[config.mk]
export PLATFORM = sky130hd
export DESIGN_NAME = backslash_escape_decoder
export DESIGN_NICKNAME = d
export VERILOG_FILES = /design/src/rtl/bed_pkg.sv /design/src/rtl/bed_decode.sv /design/src/rtl/bed_queue.sv /design/src/rtl/backslash_escape_decoder.sv
export SDC_FILE = /design/constraint.sdc
export NUM_CORES = 1
export LEC_CHECK = 0
export BUFFER_PORTS_ARGS = -buffer_cell sky130_fd_sc_hd__buf_4
export CAP_MARGIN = 20
export CORE_UTILIZATION = 30
export DETAILED_ROUTE_END_ITERATION = 12
export PLACE_DENSITY = 0.5
export SYNTH_ARGS = -nofsm -noshare
export SYNTH_HDL_FRONTEND = slang
export SYNTH_SLANG_ARGS = --single-unit
[constraint.sdc]
create_clock -name clk_i -period 7.6 [get_ports clk_i]
set_clock_uncertainty 0.05 [all_clocks]
set_input_delay 1.14 -clock clk_i [delete_from_list [all_inputs] [get_ports clk_i]]
set_output_delay 1.14 -clock clk_i [all_outputs]
set_load 0.03 [all_outputs]
[src/rtl/bed_pkg.sv]
// Shared types and constants for the backslash escape decoder.
`default_nettype none

package bed_pkg;

  localparam logic [7:0] CharBackslash = 8'h5C;
  localparam logic [7:0] CharX         = 8'h78;
  localparam logic [7:0] CharU         = 8'h75;
  localparam logic [7:0] CharN         = 8'h6E;
  localparam logic [7:0] CharR         = 8'h72;
  localparam logic [7:0] CharA         = 8'h61;
  localparam logic [7:0] CharB         = 8'h62;
  localparam logic [7:0] CharT         = 8'h74;
  localparam logic [7:0] CharV         = 8'h76;
  localparam logic [7:0] CharF         = 8'h66;
  localparam logic [7:0] CharZero      = 8'h30;
  // offset that maps 'a' onto ten
  localparam logic [7:0] LetterOffset  = CharA - 8'd10;

  localparam logic [7:0] CodeLf  = 8'h0A;
  localparam logic [7:0] CodeCr  = 8'h0D;
  localparam logic [7:0] CodeBel = 8'h07;
  localparam logic [7:0] CodeBs  = 8'h08;
  localparam logic [7:0] CodeTab = 8'h09;
  localparam logic [7:0] CodeVt  = 8'h0B;
  localparam logic [7:0] CodeFf  = 8'h0C;

  localparam int unsigned MaxBurst   = 3;
  localparam int unsigned QueueDepth = 4;
  localparam int unsigned QueuePtrW  = $clog2(QueueDepth);

  typedef enum logic [2:0] {
    MODE_PLAIN  = 3'd0,
    MODE_ESC    = 3'd1,
    MODE_X_HI   = 3'd2,
    MODE_X_LO   = 3'd3,
    MODE_U_HI1  = 3'd4,
    MODE_U_LO1  = 3'd5,
    MODE_U_HI2  = 3'd6,
    MODE_U_LO2  = 3'd7
  } bed_mode_e;

  typedef struct packed {
    logic [7:0] char_in;
    logic       final_char;
  } bed_in_t;

  typedef struct packed {
    logic [7:0] byte_out;
    logic       is_terminator;
    logic       escape_cut_short;
  } bed_out_t;

  // results produced by one input beat, item[0] first
  typedef struct packed {
    logic [1:0]         cnt;
    bed_out_t [MaxBurst-1:0] item;
  } bed_burst_t;

  function automatic logic [7:0] digit_value(logic [7:0] c);
    return (c >= CharA) ? c - LetterOffset : c - CharZero;
  endfunction

endpackage

`default_nettype wire

[src/rtl/bed_decode.sv]
// Escape decoder state machine: turns one input beat into up to three results.
`default_nettype none

module bed_decode (
  input  logic             clk_i,
  input  logic             rst_ni,
  input  logic             accept_i,
  input  bed_pkg::bed_in_t in_data_i,
  output bed_pkg::bed_burst_t burst_o
);
  import bed_pkg::*;

  bed_mode_e  mode_q, mode_d, step_mode;
  logic [7:0] hi_q, hi_d;
  logic [7:0] c;
  logic [7:0] dv;

  assign c  = in_data_i.char_in;
  assign dv = digit_value(c);

  // next state
  always_comb begin
    step_mode = mode_q;
    hi_d      = hi_q;
    unique case (mode_q) inside
      MODE_PLAIN: begin
        if (c == CharBackslash) step_mode = MODE_ESC;
      end
      MODE_ESC: begin
        if (c == CharX)      step_mode = MODE_X_HI;
        else if (c == CharU) step_mode = MODE_U_HI1;
        else                 step_mode = MODE_PLAIN;
      end
      MODE_X_HI: begin
        hi_d      = {dv[3:0], 4'h0};
        step_mode = MODE_X_LO;
      end
      MODE_U_HI1: begin
        hi_d      = {dv[3:0], 4'h0};
        step_mode = MODE_U_LO1;
      end
      MODE_U_HI2: begin
        hi_d      = {dv[3:0], 4'h0};
        step_mode = MODE_U_LO2;
      end
      MODE_U_LO1: begin
        hi_d      = 8'h00;
        step_mode = MODE_U_HI2;
      end
      MODE_X_LO, MODE_U_LO2: begin
        hi_d      = 8'h00;
        step_mode = MODE_PLAIN;
      end
      default: step_mode = MODE_PLAIN;
    endcase
    mode_d = step_mode;
    if (in_data_i.final_char) begin
      mode_d = MODE_PLAIN;
      hi_d   = 8'h00;
    end
  end

  // results
  always_comb begin
    logic [7:0] b0, b1;
    logic [1:0] n;
    b0 = 8'h00;
    b1 = 8'h00;
    n  = 2'd0;
    unique case (mode_q) inside
      MODE_PLAIN: begin
        if (c != CharBackslash) begin
          b0 = c;
          n  = 2'd1;
        end
      end
      MODE_ESC: begin
        n = 2'd1;
        case (c) inside
          CharX, CharU: n = 2'd0;
          CharN: b0 = CodeLf;
          CharR: b0 = CodeCr;
          CharA: b0 = CodeBel;
          CharB: b0 = CodeBs;
          CharT: b0 = CodeTab;
          CharV: b0 = CodeVt;
          CharF: b0 = CodeFf;
          default: begin
            b0 = CharBackslash;
            b1 = c;
            n  = 2'd2;
          end
        endcase
      end
      MODE_X_LO, MODE_U_LO1, MODE_U_LO2: begin
        b0 = hi_q | dv;
        n  = 2'd1;
      end
      default: n = 2'd0;
    endcase

    burst_o = '0;
    burst_o.item[0].byte_out = b0;
    burst_o.item[1].byte_out = b1;
    if (in_data_i.final_char) begin
      // terminator lands right after the data results
      burst_o.item[n].byte_out         = 8'h00;
      burst_o.item[n].is_terminator    = 1'b1;
      burst_o.item[n].escape_cut_short = (step_mode != MODE_PLAIN);
      n = n + 2'd1;
    end
    burst_o.cnt = accept_i ? n : 2'd0;
  end

  always_ff @(posedge clk_i or negedge rst_ni) begin
    if (!rst_ni) begin
      mode_q <= MODE_PLAIN;
      hi_q   <= 8'h00;
    end else if (accept_i) begin
      mode_q <= mode_d;
      hi_q   <= hi_d;
    end
  end

endmodule

`default_nettype wire

[src/rtl/bed_queue.sv]
// Result queue: takes up to three results per cycle, hands out one per beat.
`default_nettype none

module bed_queue #(
  parameter int unsigned Depth = bed_pkg::QueueDepth
) (
  input  logic                clk_i,
  input  logic                rst_ni,
  input  bed_pkg::bed_burst_t burst_i,
  output logic                room_o,
  output logic                out_valid_o,
  input  logic                out_ready_i,
  output bed_pkg::bed_out_t   out_data_o
);
  import bed_pkg::*;

  localparam int unsigned PtrW = (Depth > 1) ? $clog2(Depth) : 1;
  localparam int unsigned CntW = $clog2(Depth + 1);

  bed_out_t            mem_q [Depth];
  logic [PtrW-1:0]     wr_ptr_q, rd_ptr_q;
  logic [CntW-1:0]     cnt_q, cnt_d;
  logic                pop;

  assign pop         = out_valid_o && out_ready_i;
  assign out_valid_o = (cnt_q != '0);
  assign out_data_o  = mem_q[rd_ptr_q];
  // room for a full burst, judged on the registered fill
  assign room_o      = (cnt_q <= CntW'(Depth - MaxBurst));

  assign cnt_d = cnt_q + CntW'(burst_i.cnt) - CntW'(pop);

  always_ff @(posedge clk_i) begin
    for (int k = 0; k < MaxBurst; k++) begin
      if (k < int'(burst_i.cnt)) begin
        mem_q[PtrW'((int'(wr_ptr_q) + k) % Depth)] <= burst_i.item[k];
      end
    end
  end

  always_ff @(posedge clk_i or negedge rst_ni) begin
    if (!rst_ni) begin
      wr_ptr_q <= '0;
      rd_ptr_q <= '0;
      cnt_q    <= '0;
    end else begin
      wr_ptr_q <= PtrW'((int'(wr_ptr_q) + int'(burst_i.cnt)) % Depth);
      if (pop) rd_ptr_q <= PtrW'((int'(rd_ptr_q) + 1) % Depth);
      cnt_q <= cnt_d;
    end
  end

endmodule

`default_nettype wire

[src/rtl/backslash_escape_decoder.sv]
// Top level of the backslash escape decoder.
//
// Input channel: in_valid_i / in_ready_o, one text byte per beat, with
// final_char set on the last byte of a string. Output channel:
// out_valid_o / out_ready_i, one decoded byte per beat; every string ends
// with a terminator beat (byte 0, is_terminator set, escape_cut_short set
// when the string stopped inside an escape).
// A byte is decoded in the cycle it is accepted and its results (zero to
// three) are written into a small result queue; the first one shows on the
// output from the queue's registers once earlier results have left it.
// Throughput is one input byte per cycle while the output drains one beat
// per cycle. A byte that yields two or three results takes that many output
// beats, and the input is held off while the queue lacks room for a full
// burst of three.
// Reset clears the decode mode, the pending digit and the queue. When the
// receiver stalls the queue fills and in_ready_o drops until it drains.
`default_nettype none

module backslash_escape_decoder #(
  parameter int unsigned QueueDepth = bed_pkg::QueueDepth
) (
  input  logic              clk_i,
  input  logic              rst_ni,
  input  logic              in_valid_i,
  output logic              in_ready_o,
  input  bed_pkg::bed_in_t  in_data_i,
  output logic              out_valid_o,
  input  logic              out_ready_i,
  output bed_pkg::bed_out_t out_data_o
);
  import bed_pkg::*;

  logic       accept;
  bed_burst_t burst;

  assign accept = in_valid_i && in_ready_o;

  bed_decode u_decode (
    .clk_i     (clk_i),
    .rst_ni    (rst_ni),
    .accept_i  (accept),
    .in_data_i (in_data_i),
    .burst_o   (burst)
  );

  bed_queue #(
    .Depth (QueueDepth)
  ) u_queue (
    .clk_i       (clk_i),
    .rst_ni      (rst_ni),
    .burst_i     (burst),
    .room_o      (in_ready_o),
    .out_valid_o (out_valid_o),
    .out_ready_i (out_ready_i),
    .out_data_o  (out_data_o)
  );

endmodule

`default_nettype wire

# After elaboration in Yosys (flattened, before gate mapping)
# Memory sizes are Yosys's and may differ from the RTL's.
# Index checks and enable logic that the tools add are counted.
# op_classes
addsub	9
order_cmp	7
eq_ne	18
muxes	55
bitwise_logic	1
reduce_logical	11
# op_table
operator	n
$mux W8	19
$bwmux W30	3
$eq A8 B7 Y1 const B	10
$demux W10 S2	3
$mux W30	1
$pmux W8 S3	1
$mux W2	11
$pmux W3 S6	1
$pmux W8 S2	1
$eq A3 B3 Y1 const B	4
$mux W3	4
$mux W10	1
$reduce_bool A3 Y1	3
$ge A8 B7 Y1 const B	1
$mux W1	8
$ne A8 B7 Y1 const B	1
$or A8 B8 Y8	1
$sub A8 B6 Y8 const B	1
$sub A8 B7 Y8 const B	1
$mux W7	1
$add A2 B1 Y2 const B	3
$eq A3 B2 Y1 const B	2
$pmux W2 S3	1
$reduce_or A3 Y1	2
14 further kinds	17
# word_totals
ff_bits	18
mem_bits_rw	40
word_cells	107
mem_count	1
# mem_list
name	depth	width	rd	rd_ports_with_merged_regs	write_ports	line_no	rtl
u_queue.mem_q	4	10	1	0	3	bed_queue.sv:20	bed_out_t mem_q [Depth];

# Depth between registers and ports, before layout
# logic_depth
depth_word	18
mapped_depth	17
depth_no_buf	15

# Hierarchy
# A second synthesis with hierarchy kept.
# unflattened
cells_unflattened	473
area_unflattened_um2	4113.9
# modules_own_cells
mod	n_inst	cells_per_inst	area_each_um2	seq_area_each_um2
bed_queue	1	278	2762.6	1376.3
bed_decode	1	194	1345.0	175.2
backslash_escape_decoder	1	1	6.3	0.0

# Least setup slack after synthesis
# Ideal clock, no wire load.
# synth_timing
path_type	in2reg
start	in in_data_i[1] (netlist bit)
end	mem u_queue.mem_q[0][0] (netlist bit) (enable)
setup_time_ps	393
arrival_time_ps	4318
required_ps	7157
setup_slack_ps	2839
cell_stages	13
n_path_buf	2
cell_sequence	clkbuf_1 > inv_1 > ha_1 > a22o_1 > o2bb2ai_2 > nor3_1 > nand2_1 > ha_1 > and3_1 > a21o_1 > buf_2 > o21ai_0 > a211oi_1
# synth_rtl
item	line_no	rtl
from (decl)	backslash_escape_decoder.sv:26	input bed_pkg::bed_in_t in_data_i,
to (decl)	bed_queue.sv:20	

==> results.md <==
- Ys async rst share: 25.93%
- Detail Placement HPWL: 7612 um
- Rel. slew slack: a little over two fifths
- Worst hold stages: 2
- Hold Crit Endpoint: u_decode.hi_q[4]
- Cell Rows: 40
- RR Startpoint: u_decode.mode_q[2]
- Post-Route WL: between 9000 and 10000 um
- Core ar.: around 0.012 sq mm
- Worst Path Required: around 7600 ps
- Worst hold-check path type: flop to flop
- Vias in the first global route: about 2800
- Largest net degree at the start of global routing: 20
- HP Start: u_decode.hi_q[4]
- Synthesis Warnings: 0
- Nets: approximately 430
- Final antenna-violating net count: 0
- Max_cap viols: 0
- Run status: finished, final reports clean
- CTS Root Cell: clkbuf_16
- Vias post-DR: 3059
- Lkg Pwr: between 1.5 and 2 nW
- First-pass DRT Iterations: 5
- Worst-path fanout max: 14
- Post-CTS Hold Fix Bufs: 0
- Fmax: around 210 MHz
- Syn Area/Cell: 9.688 sq um
- TNS Setup: 0 ps
- Post-synth EDFFs: 40
- Die Span Y: between 100 and 150 um
- Cell count after synthesis: 397
- GRT overflow: 0
- Final core utilization: about a third
- Startpoint Class: primary input
- Syn nets: 424
- RD Place Congestion: around 0.88
- DIE AREA: ~0.013 sq mm
- CP Class: primary input to flop
- CTS tree: done
- Top-count cell post-synth: nand2_1
- Fin crit share: between 60% and 70%
- Sink Count: 54
- Io pins: 25
- Tmin final: between 4000 and 5000 ps
- #FFs+latches synth: 54
- Post-synthesis sequential area ratio: 40.34%
- Most instantiated cells after synthesis: nand2_1 (43), edfxtp_1 (40), o21ai_0 (31), nor2_1 (26), a21oi_1 (19)
- Synth top area cells: edfxtp_1 (31%), dfrtp_1 (9.1%), mux4_2 (5.9%), ha_1 (4.2%), nand2_1 (4.2%)
- Skew-Pair Late Insertion Delay: about 290 ps
- DR WL/cell: between 15 and 20 um
- RSZ-0062 raised after global routing: no
- Clock buffer count from CTS: 5
- Peak supply drop: 0.1099 mV
- Largest area contributor in the netlist: edfxtp_1
- Die W: between 100 and 150 um
- N_diodes: 0
- FF-to-FF End: u_queue.mem_q[2][5]
- Cts repair resizes: 0
- Maximum clock path buffer count: 2
- First-pass GRT wire length: around 16000 um
- Layout cells sized above 1: about 16%
- Max Slew Vio Count: 0
- H-Tree Depth: 2
- Syn-to-layout area delta: 11.45%
- Initial antenna violation count: 0
- Most common flop cell mapped by yosys: edfxtp_1
- Iter 0 DRT Violations: 205
- Post CTS Setup Buffer Count: 0
- Clock slew at reported path FFs: approximately 70 ps
- Initial Util: a little under a third
- DRC viols: 0
- Critical path endpoint category: flop
- Reg-to-reg slack, setup: between 3000 and 4000 ps
- Synthesized area: 0.003846 sq mm
- Gr usage total: approximately 16%
- CP arrival: between 4000 and 5000 ps
- Post-synth top area share: 31.23%
- Worst-margin pin slew: 857.7 ps
- Yosys cell types: 64
- Final hold vios: 0
- Port Buffer Count: 24
- Reg2Reg Depth: 12
- Hold Slack: roughly 440 ps
- DR vias/cell: ~5.3
- PwrDens: 366.7 mW/mm^2
- Final setup violation count: 0
sequential cells by signal, summed over array words and instances, names as in the netlist:
signal and cells:
u_queue.cnt_q 3, u_queue.rd_ptr_q 2, u_decode.hi_q 4, u_queue.mem_q 40
u_queue.wr_ptr_q 2, u_decode.mode_q 3
layer usage:
| layer | wire length [um] | GRT usage [%] | vias to the layer above |
|---|---|---|---|
| met4 | 156 | 5.195 | 0 |
| met5 | 0 | 0 | - |
| met2 | 4510 | 23.98 | 84 |
| li1 | - | - | 1497 |
| met3 | 459 | 2.109 | 11 |
| met1 | 4833 | 22.91 | 1467 |
critical path, cell delays in order:
cell       delay (ps)
buf_4             140
ha_1              330
a22o_1            310
o2bb2ai_2         160
nor3_1            410
nand2_1           220
ha_1              360
nor2b_1            60
nor4_2            360
nand3_1           130
o21a_1            370
nor3_1            490
a21oi_1            70
a21boi_0          150
cell families (layout without fill, tap and decap cells):
kind of cell | count (synthesis) | after routing | synth area share (%)
muxes | 21 | 21 | 8.913
AOI/OAI and AO/OA | 106 | 106 | 17.63
xor gates and xnor gates | 10 | 10 | 2.277
adders and majority gates | 14 | 14 | 4.750
buffers and inverters | 42 | 51 | 4.847
DFF | 54 | 54 | 40.34
and+or+nand+nor | 150 | 150 | 21.24
worst max path at each step:
stage	startpoint	to	cells past startpoint
3_5_place_dp	in_data_i[5]	u_queue.mem_q[3][3]	11
2_1_floorplan	in_data_i[1]	u_queue.mem_q[0][0]	13
3_3_place_gp	in_data_i[7]	u_queue.mem_q[3][2]	11
4_1_cts	in_data_i[5]	u_queue.mem_q[3][5]	11
5_1_grt	in_data_i[5]	u_queue.mem_q[2][5]	14
6_report	in_data_i[5]	u_queue.mem_q[2][5]	14
area by class of cell:
cell class | count | area (sq um)
repair buffers | 29 | 217.7
inverters | 14 | 52.55
multi-input cells | 301 | 2108
well taps | 168 | 210.2
clock inverters | 3 | 21.27
fillers | 1254 | 7975
flip-flops and latches | 54 | 1551
clock buffers | 5 | 125.1
cells in the final DEF (no fill, tap or decap), types with 11 or more instances in the layout:
cell type,synthesis,routed
nor2_1,26,26
inv_1,14,14
a21oi_1,19,19
nand3_1,16,16
edfxtp_1,40,40
nand2_1,43,43
o22ai_1,11,11
o21ai_0,31,31
dfrtp_1,14,14
buf_4,1,29
ha_1,13,13
where the power goes:
part / total (mW) / switching [mW] / internal, mW
Combinational: 0.831 / 0.485 / 0.346
Clock: 0.226 / 0.104 / 0.122
Sequential: 0.515 / 0.0774 / 0.438
Total: 1.57 / 0.667 / 0.905
metrics by stage:
stage	power, mW	setup WS (ps)	instances	cell area [sq um]
after detailed placement	1.354	2613	564	4125
after global routing	1.678	2554	574	4287
after floorplan	1.094	2839	397	3846
after global placement	1.354	2718	564	4125
final	1.572	2865	574	4287
after CTS	1.581	2900	572	4272
No activity file was read; power rests on OpenSTA's default activity.
